--- config.mk ---
export PLATFORM = sky130hd
export DESIGN_NAME = deadline_sorted_timer_queue_unit
export DESIGN_NICKNAME = d
export VERILOG_FILES = /design/src/sv/dstq_pkg.sv /design/src/sv/dstq_ram.sv /design/src/sv/deadline_sorted_timer_queue_unit.sv
export SDC_FILE = /design/constraint.sdc
export NUM_CORES = 2
export LEC_CHECK = 0
export BUFFER_PORTS_ARGS = -buffer_cell sky130_fd_sc_hd__buf_4
export CAP_MARGIN = 20
export CORE_MARGIN = 4
export CORE_UTILIZATION = 50
export CTS_CLUSTER_SIZE = 40
export DETAILED_ROUTE_END_ITERATION = 7
export PLACE_DENSITY = 0.66
export SYNTH_ARGS = -nofsm -noshare
export SYNTH_HDL_FRONTEND = slang
export SYNTH_SLANG_ARGS = --single-unit
--- constraint.sdc ---
create_clock -name i_clk -period 5.95 [get_ports i_clk]
set_input_delay 0.595 -clock i_clk [delete_from_list [all_inputs] [get_ports i_clk]]
set_output_delay 0.595 -clock i_clk [all_outputs]
set_load 0.03 [all_outputs]
--- src/sv/dstq_pkg.sv ---
`default_nettype none

package dstq_pkg;

    // Table geometry
    localparam int DEPTH       = 16;
    localparam int TIME_BITS   = 48;
    localparam int DELAY_BITS  = 32;
    localparam int TAG_BITS    = 16;
    localparam int MAX_RESULTS = 16;

    localparam int AW = $clog2(DEPTH);            // slot address
    localparam int CW = $clog2(DEPTH + 1);        // entry count / logical index
    localparam int NW = $clog2(MAX_RESULTS + 1);  // fired-per-poll count

    localparam int ENTRY_BITS = TIME_BITS + TAG_BITS;

    typedef enum logic {
        KIND_SCHEDULE = 1'b0,
        KIND_POLL     = 1'b1
    } t_kind;

    typedef enum logic [1:0] {
        STATUS_FIRED    = 2'd0,
        STATUS_ACCEPTED = 2'd1,
        STATUS_REJECTED = 2'd2,
        STATUS_NONE     = 2'd3
    } t_status;

    typedef struct packed {
        t_kind                 kind;
        logic [TIME_BITS-1:0]  current_time;
        logic [DELAY_BITS-1:0] delay_ms;
        logic [TAG_BITS-1:0]   call_tag;
    } t_req;

    typedef struct packed {
        t_status             status;
        logic [TAG_BITS-1:0] fired_tag;
        logic                last;
    } t_res;

    typedef struct packed {
        logic [TIME_BITS-1:0] due;
        logic [TAG_BITS-1:0]  tag;
    } t_entry;

endpackage

`default_nettype wire

--- src/sv/dstq_ram.sv ---
`default_nettype none

// Simple dual-port RAM: one write port, one read port, registered read data
module dstq_ram #(
    parameter  int WIDTH = 8,
    parameter  int DEPTH = 16,
    localparam int AW    = (DEPTH > 1) ? $clog2(DEPTH) : 1
) (
    input  wire logic             i_clk,
    input  wire logic             i_we,
    input  wire logic [AW-1:0]    i_waddr,
    input  wire logic [WIDTH-1:0] i_wdata,
    input  wire logic [AW-1:0]    i_raddr,
    output logic      [WIDTH-1:0] o_rdata
);

    logic [WIDTH-1:0] r_mem [DEPTH];

    always_ff @(posedge i_clk) begin
        if (i_we) begin
            r_mem[i_waddr] <= i_wdata;
        end
        o_rdata <= r_mem[i_raddr];
    end

endmodule

`default_nettype wire

--- src/sv/deadline_sorted_timer_queue_unit.sv ---
`default_nettype none

// Channel   | Ports                     | Handshake
// ----------+---------------------------+-------------------------------------
// request   | start, busy, i_req        | taken on a clock edge with start & !busy
// result    | o_res_valid, o_res        | one cycle per result, no back-pressure
//
// Entries live in one RAM as a ring (head pointer + count), sorted by due time.
// Schedule: rejected when full, else entries due at or after the new one are moved
// up, one RAM read and one write per step of the tail-to-head shift walk.
// Poll: one RAM read per entry fired; a fired tag is held pending until the
// next entry is judged, so the last flag is known when it goes out.
// Synchronous reset empties the table; results cannot be stalled.

module deadline_sorted_timer_queue_unit
    import dstq_pkg::*;
(
    input  wire logic i_clk,
    input  wire logic i_rst_n,
    input  wire logic start,
    input  wire t_req i_req,
    output logic      busy,
    output logic      o_res_valid,
    output t_res      o_res
);

    typedef enum logic [1:0] {
        ST_IDLE,
        ST_SHIFT,
        ST_INS,
        ST_POLL
    } t_state;

    t_state               r_state,    n_state;
    logic [AW-1:0]        r_base,     n_base;
    logic [CW-1:0]        r_cnt,      n_cnt;
    logic [CW-1:0]        r_idx,      n_idx;
    logic [NW-1:0]        r_n,        n_n;
    logic [TIME_BITS-1:0] r_due,      n_due;
    logic [TIME_BITS-1:0] r_now,      n_now;
    logic [TAG_BITS-1:0]  r_tag,      n_tag;
    logic                 r_pend_v,   n_pend_v;
    logic [TAG_BITS-1:0]  r_pend_tag, n_pend_tag;
    logic                 r_out_v,    n_out_v;
    t_res                 r_out,      n_out;

    logic                  mem_we;
    logic [AW-1:0]         mem_waddr;
    logic [AW-1:0]         mem_raddr;
    t_entry                mem_wdata;
    logic [ENTRY_BITS-1:0] mem_rdata;
    t_entry                rd_entry;
    logic [TIME_BITS:0]    due_sum;
    logic [TIME_BITS-1:0]  due_sat;
    logic                  hit;

    // Logical index -> ring slot
    function automatic logic [AW-1:0] slot(input logic [AW-1:0] base,
                                           input logic [CW-1:0] idx);
        logic [CW:0] s;
        s = (CW+1)'(base) + (CW+1)'(idx);
        if (s >= (CW+1)'(DEPTH)) begin
            s = s - (CW+1)'(DEPTH);
        end
        return s[AW-1:0];
    endfunction

    dstq_ram #(
        .WIDTH (ENTRY_BITS),
        .DEPTH (DEPTH)
    ) u_ram (
        .i_clk   (i_clk),
        .i_we    (mem_we),
        .i_waddr (mem_waddr),
        .i_wdata (mem_wdata),
        .i_raddr (mem_raddr),
        .o_rdata (mem_rdata)
    );

    assign rd_entry = t_entry'(mem_rdata);

    // Due time, saturating at the top of the time range
    assign due_sum = (TIME_BITS+1)'(i_req.current_time) + (TIME_BITS+1)'(i_req.delay_ms);
    assign due_sat = due_sum[TIME_BITS] ? '1 : due_sum[TIME_BITS-1:0];

    // Head entry of a poll walk is due and the per-poll result limit is not reached
    assign hit = (r_cnt != '0) && (r_n < NW'(MAX_RESULTS)) && (rd_entry.due <= r_now);

    // Sequencer next-state and RAM control
    always_comb begin
        n_state    = r_state;
        n_base     = r_base;
        n_cnt      = r_cnt;
        n_idx      = r_idx;
        n_n        = r_n;
        n_due      = r_due;
        n_now      = r_now;
        n_tag      = r_tag;
        n_pend_v   = r_pend_v;
        n_pend_tag = r_pend_tag;
        n_out_v    = 1'b0;
        n_out      = r_out;
        mem_we     = 1'b0;
        mem_waddr  = slot(r_base, r_idx);
        mem_wdata  = '{due: r_due, tag: r_tag};
        mem_raddr  = r_base;

        case (r_state)
            ST_IDLE: begin
                if (start) begin
                    if (i_req.kind == KIND_SCHEDULE) begin
                        if (r_cnt == CW'(DEPTH)) begin
                            n_out_v = 1'b1;
                            n_out   = '{status: STATUS_REJECTED, fired_tag: '0, last: 1'b1};
                        end else begin
                            n_due     = due_sat;
                            n_tag     = i_req.call_tag;
                            n_idx     = r_cnt;
                            mem_raddr = slot(r_base, r_cnt - CW'(1));
                            n_state   = (r_cnt == '0) ? ST_INS : ST_SHIFT;
                        end
                    end else begin
                        n_now    = i_req.current_time;
                        n_n      = '0;
                        n_pend_v = 1'b0;
                        n_state  = ST_POLL;
                    end
                end
            end

            // Walk from the tail: move entries not earlier than the new one up
            ST_SHIFT: begin
                mem_we = 1'b1;
                if (rd_entry.due >= r_due) begin
                    mem_wdata = rd_entry;
                    n_idx     = r_idx - CW'(1);
                    mem_raddr = slot(r_base, r_idx - CW'(2));
                    if (r_idx == CW'(1)) begin
                        n_state = ST_INS;
                    end
                end else begin
                    n_cnt   = r_cnt + CW'(1);
                    n_out_v = 1'b1;
                    n_out   = '{status: STATUS_ACCEPTED, fired_tag: '0, last: 1'b1};
                    n_state = ST_IDLE;
                end
            end

            // New entry goes to the head
            ST_INS: begin
                mem_we  = 1'b1;
                n_cnt   = r_cnt + CW'(1);
                n_out_v = 1'b1;
                n_out   = '{status: STATUS_ACCEPTED, fired_tag: '0, last: 1'b1};
                n_state = ST_IDLE;
            end

            // Pop due entries from the head; previous tag goes out once next is judged
            ST_POLL: begin
                if (hit) begin
                    if (r_pend_v) begin
                        n_out_v = 1'b1;
                        n_out   = '{status: STATUS_FIRED, fired_tag: r_pend_tag, last: 1'b0};
                    end
                    n_pend_v   = 1'b1;
                    n_pend_tag = rd_entry.tag;
                    n_base     = slot(r_base, CW'(1));
                    mem_raddr  = slot(r_base, CW'(1));
                    n_cnt      = r_cnt - CW'(1);
                    n_n        = r_n + NW'(1);
                end else begin
                    n_out_v = 1'b1;
                    if (r_pend_v) begin
                        n_out = '{status: STATUS_FIRED, fired_tag: r_pend_tag, last: 1'b1};
                    end else begin
                        n_out = '{status: STATUS_NONE, fired_tag: '0, last: 1'b1};
                    end
                    n_pend_v = 1'b0;
                    n_state  = ST_IDLE;
                end
            end

            default: begin
                n_state = ST_IDLE;
            end
        endcase
    end

    // State and registered outputs
    always_ff @(posedge i_clk) begin
        if (!i_rst_n) begin
            r_state  <= ST_IDLE;
            r_base   <= '0;
            r_cnt    <= '0;
            r_pend_v <= 1'b0;
            r_out_v  <= 1'b0;
        end else begin
            r_state  <= n_state;
            r_base   <= n_base;
            r_cnt    <= n_cnt;
            r_pend_v <= n_pend_v;
            r_out_v  <= n_out_v;
        end
        r_idx      <= n_idx;
        r_n        <= n_n;
        r_due      <= n_due;
        r_now      <= n_now;
        r_tag      <= n_tag;
        r_pend_tag <= n_pend_tag;
        r_out      <= n_out;
    end

    assign busy        = (r_state != ST_IDLE);
    assign o_res_valid = r_out_v;
    assign o_res       = r_out;

endmodule

`default_nettype wire

# Word level (Yosys, flattened, before mapping)
# Memories as Yosys holds them, arrays and structs flattened. A register that Yosys moved wholly into a read port is not among the register bits.
# Index checks and enable logic that the tools add are counted.
# totals
out_inout_bits,21
word_cells,128
ramBits,1024
input_bits,100
mem_count,1
reg_bits,170
# op_classes
order_cmp,7
n_eq_ne,17
n_bitwise,2
addsub,14
mux,54
n_reduce_logical,19
# mem_list
name,words,width,read_ports,rd_clocked_by_memory_dff,wr,line_no,text
u_ram.r_mem,16,64,1,1,1,dstq_ram.sv:17,logic [WIDTH-1:0] r_mem [DEPTH];
# op_table
cell,count
$mux W19,7
$mux W64,2
$pmux W19 S4,1
$add A48 B32 Y49,1
$ge A48 B48 Y1,1
$le A48 B48 Y1,1
$mux W5,9
$mux W4,9
$pmux W5 S2,2
$add A4 B5 Y6,3
$ge A6 B5 Y1 const B,3
$ne A2 B2 Y1 const B,9
$sub A4 B1 Y4 const B,4
$pmux W5 S3,1
$mux W2,7
$mux W1,12
$pmux W4 S3,1
$reduce_and A4 Y1,3
$add A5 B1 Y5 const B,2
$reduce_and A5 Y1,2
$sub A5 B1 Y5 const B,2
$ne A3 B3 Y1 const B,3
$reduce_and A3 Y1,3
$pmux W2 S4,1
19 further kinds,24

# Longest topological paths before layout
# logic_depth
depth_word,8
mapped_depth,17
ltp_nobuf,15

# Cells and area by module
# From an unflattened synthesis, not the netlist that was laid out.
# hier_totals
hier_cells,2824
hier_area_um2,51186.6
# by_module_without_submodules
module,seq_area_each_um2,cells_each,area_per_inst_um2,instances
dstq_ram,32030.7,1647,39581.7,1
deadline_sorted_timer_queue_unit,4974.8,1177,11604.9,1

# Worst setup path before layout
# OpenSTA, ideal clock, no wires.
# synth_timing
kind,register -> register
start,reg r_base[0]
end,"mem u_ram.r_mem[7][0] (netlist bit), enable pin"
slack_ns,1.266
arrival_time_ns,4.197
path_buffers,0
stages_incl_launch_ff,6
synth_period_minus_slack_ns,4.684
path_cell_list,dfxtp_1 ha_1 inv_1 fa_1 nand3b_1 nor2_1
# synth_via
elab_chain_len,3
# synth_rtl
element,line_no,text
start: declaration,deadline_sorted_timer_queue_unit.sv:35,"logic [AW-1:0] r_base, n_base;"
start signal: assignment,deadline_sorted_timer_queue_unit.sv:199,r_base <= n_base;
$add A4 B5 Y6 (*),deadline_sorted_timer_queue_unit.sv:61,s = (CW+1)'(base) + (CW+1)'(idx);
$ge A6 B5 Y1 / $sub A4 B1 Y4 (equally long branches),"deadline_sorted_timer_queue_unit.sv:62, deadline_sorted_timer_queue_unit.sv:63",
$mux W4 (*),deadline_sorted_timer_queue_unit.sv:62,if (s >= (CW+1)'(DEPTH)) begin
end: declaration,dstq_ram.sv:17,
# Every way passes the cells marked *; elsewhere a longest branch is shown, timed or not.

# Final worst setup path
# layout_timing
start,"reg u_ram.o_rdata[46], read port of u_ram.r_mem"
end,"reg u_ram.o_rdata[16], read port of u_ram.r_mem"
# layout_via
elab_chain_len,4
# layout_rtl
element,line_no,text
start: declaration,dstq_ram.sv:14,output logic [WIDTH-1:0] o_rdata
$le A48 B48 Y1,deadline_sorted_timer_queue_unit.sv:87,assign hit = (r_cnt != '0) && (r_n < NW'(MAX_RESULTS)) && (rd_entry.due <= r_now);
$logic_and A1 B1 Y1,deadline_sorted_timer_queue_unit.sv:87,
$mux W4,n/a,
$pmux W4 S3 (*),deadline_sorted_timer_queue_unit.sv:108,case (r_state)
# Marked as above.
# A chain may end at the register's enable or synchronous reset.

==> impl_metrics.tcl <==
set metrics [dict create \
    rsz0062_at_grt "no" \
    fillers 8342 \
    syn_area_mm2 0.05388 \
    report.final.slew_viol_count 0 \
    clkPwrFrac_pct 27.3 \
    place_congestion 0.8917 \
    row_count 120 \
    yosysWarnings 0 \
    drt_iter0_drc 3985 \
    finalNetCount 4259 \
    whs_endpoint "r_now[22]" \
    crit_required_ps 6430 \
    overflow 0 \
    p_sw_uw 10640 \
    utilization_pct 57.10 \
    ys_seq_elements 1258 \
    p_seq_share_pct 39.8 \
    insertedDiodeCount 0 \
    clockBufferDepth 3 \
    synthFlopType "edfxtp_1" \
    synth_cell_types 79 \
    p_per_area_mw_per_mm2 491.0 \
    ios 121 \
    crit_fanout 61 \
    routed_wirelength_um 142600 \
    placed_area_mm2 0.05661 \
    finalSetupViolCount 0 \
    synthTopCellsByCount "1181 x edfxtp_1, 477 x nand2_1, 258 x a2111oi_0, 235 x o21ai_0, 224 x a21oi_1" \
    synth_edf_count 1181 \
    max-vdd-ir-drop_mv 0.6563 \
    numCtsBuffers 132 \
    r2r_slack_ps 220 \
    cpPeakStageDelay_ps 560 \
    outcome "finished clean" \
    min_from "i_req[70]" \
    drive_above_1_share_pct 14.28 \
    grt_first_pass_wirelength_um 213800 \
    post-route-period-util_pct 96.38 \
    grt_usage_pct 24.86 \
    worstSetupPathType "flip-flop to flip-flop" \
    pwr-share-comb_pct 33.0 \
    ant_nets 0 \
    first_pass_iters 6 \
    relSlewSlack_pct 22.57 \
    vias 35161 \
    dpl.hpwl_um 78390 \
    clk_latency_ps 750 \
    min_period_ps 5735 \
    netlist_instances 3914 \
    yosysMostFrequentCell "edfxtp_1" \
    cp_data_arrival_time_ps 6210 \
    layoutNonFillerInstCount 5515 \
    grt_max_degree 195 \
    path_clk_slew_ps 60 \
    rr_worst_depth 13 \
    syn_to_final_growth_pct 13.45 \
    yosysSeqAreaShare_pct 68.68 \
    cts_tree "done" \
    rr_startpoint "u_ram.o_rdata[46]" \
    internal_power_uw 19380 \
    reg2reg_to "u_ram.o_rdata[16]" \
    drv_cap 0 \
    switching_share_pct 35.44 \
    io_buffer_count 120 \
    leakagePower_uw 0.02094 \
    grt_pass1_vias 33943 \
    clock_sinks 1258 \
    path_common_cell "nand4_1" \
    cp-start-kind "flip-flop" \
    holdWs_ps 48.77 \
    crit_slowest_cell "nor4_2" \
    place_inst 5258 \
    setup.worst_path.end_class "flip-flop" \
    die_w_um 336.3 \
    coreArea_mm2 0.1071 \
    synth_top_area_cell "edfxtp_1" \
    hold_viol 0 \
    root_buffer "clkbuf_16" \
    initial_core_util_pct 50.33 \
    tightest_slew_ps 1158 \
    synth_area_leaders "edfxtp_1 66%, a2111oi_0 4.2%, ha_1 3.4%" \
    path_cells "ha_1 > nand4_1 > nor4_2 > buf_4 > or3b_2 > o21ai_1 > nand4_1 > o221a_4 > nand2_8 > buf_12 > mux2_2 > a2111oi_0 > o221ai_1" \
    async_flop_share_pct 0 \
    antenna_found_initial 2 \
    wl_per_cell_um 25.86 \
    fp.dieH_um 336.3 \
    syn-mean-instance-area_um2 13.77 \
    yosys.area.top_type_share_pct 65.82 \
    fin_area_mm2 0.06112 \
    die_area_mm2 0.1131 \
    fin_setup_tns_ps 0 \
    htree_levels 4 \
    skew_ps 28.73 \
    drc 0 \
    avgViaCountPerCell 6.376 \
    fmax_mhz 174.4 \
    synth_fp_nets 4166 \
    hold_depth 1 \
    hold_class "input pin to flip-flop" \
]
## power by group through the flow
| stage | Clock, uW | Sequential (uW) | Combinational [uW] |
|---|---|---|---|
| 6_report | 8180 | 11900 | 9900 |
| 5_1_grt | 8700 | 12000 | 10700 |
| 4_1_cts | 8310 | 11900 | 9810 |
| 3_5_place_dp | 0 | 12100 | 9730 |
| 3_3_place_gp | 0 | 12100 | 9630 |
| 2_1_floorplan | 0 | 12100 | 6140 |
## worst max-delay path: cells and delay by family (launching register included)
kind                     cells  cell delay, ps
AND/OR/NAND/NOR              5            2120
AO/OA/AOI/OAI                4            1640
buffers and inverters        2             570
flip-flops                   1             390
multiplexers                 1             380
adder cells (fa/ha/maj)      1             350
## layout make-up
class                   instances  area, um2  area share [%]
flip-flops and latches       1258      37010           60.54
multi-input cells            2242      15380           25.17
clock buffers                 175       3691           6.039
repair buffers                241       2161           3.535
well taps                    1403       1755           2.872
clock inverters                64      633.1           1.036
inverters                     132      495.5          0.8106
## sequential cells by signal, indices dropped and copies added, names as in the netlist, 2 cells and up
signal / flops
o_res: 19
r_base: 4
r_cnt: 5
r_due: 48
r_idx: 5
r_n: 5
r_now: 48
r_pend_tag: 16
r_state: 2
r_tag: 16
u_ram.o_rdata: 64
u_ram.r_mem: 1024
## how the worst max path moves through the flow
stage,start,endpoint,depth (start not counted)
2_1_floorplan,r_base[0],u_ram.r_mem[7][0],5
3_3_place_gp,u_ram.o_rdata[47],u_ram.o_rdata[59],13
3_5_place_dp,u_ram.o_rdata[47],u_ram.o_rdata[59],13
4_1_cts,u_ram.o_rdata[47],u_ram.o_rdata[59],13
5_1_grt,u_ram.o_rdata[46],u_ram.o_rdata[16],13
6_report,u_ram.o_rdata[46],u_ram.o_rdata[16],13
## cells in the final DEF (no fill, tap or decap), types with 130 or more instances in the layout
| cell | synthesis | routed |
|---|---|---|
| a2111oi_0 | 258 | 257 |
| a21oi_1 | 224 | 223 |
| buf_4 | 13 | 199 |
| clkbuf_16 | 0 | 138 |
| edfxtp_1 | 1181 | 1181 |
| ha_1 | 148 | 148 |
| inv_1 | 131 | 130 |
| nand2_1 | 477 | 477 |
| nand3_1 | 215 | 215 |
| o21ai_0 | 235 | 235 |
## repair_timing
action	in CTS	in global routing
resized for setup	0	4
setup endpoints to repair	0	43
buffers inserted	0	0
hold buffers	17	0
hold endpoints to repair	17	0
## through the flow
| stage | total power (uW) | worst slack, ps |
|---|---|---|
| global route | 31430 | 4.750 |
| finish | 30010 | 215.3 |
| detailed placement | 21840 | 67.87 |
| floorplan | 18240 | 1266 |
| CTS | 30050 | 29.53 |
| global placement | 21700 | 15.68 |
## cell families (layout without fill, tap and decap cells)
| family | count (synthesis) | count (layout) | synth area share [%] |
|---|---|---|---|
| XOR/XNOR | 50 | 50 | 0.8128 |
| adder cells (fa/ha/maj) | 152 | 152 | 3.586 |
| AO/OA/AOI/OAI | 1015 | 1015 | 13.50 |
| multiplexers | 134 | 134 | 2.863 |
| AND/OR/NAND/NOR | 891 | 891 | 7.357 |
| flip-flops | 1258 | 1258 | 68.68 |
| buffers and inverters | 414 | 612 | 3.195 |
## routing by layer
metal	vias up	track usage (%)	share of wire [%]	routed length [um]
li1	15544	-	-	-
met2	1724	39.01	46	66220
met4	0	8.018	2.9	4128
met3	267	4.530	8.7	12400
met5	-	0	0	0
met1	17626	35.45	42	59860
Power figures use the tool's default switching activity.
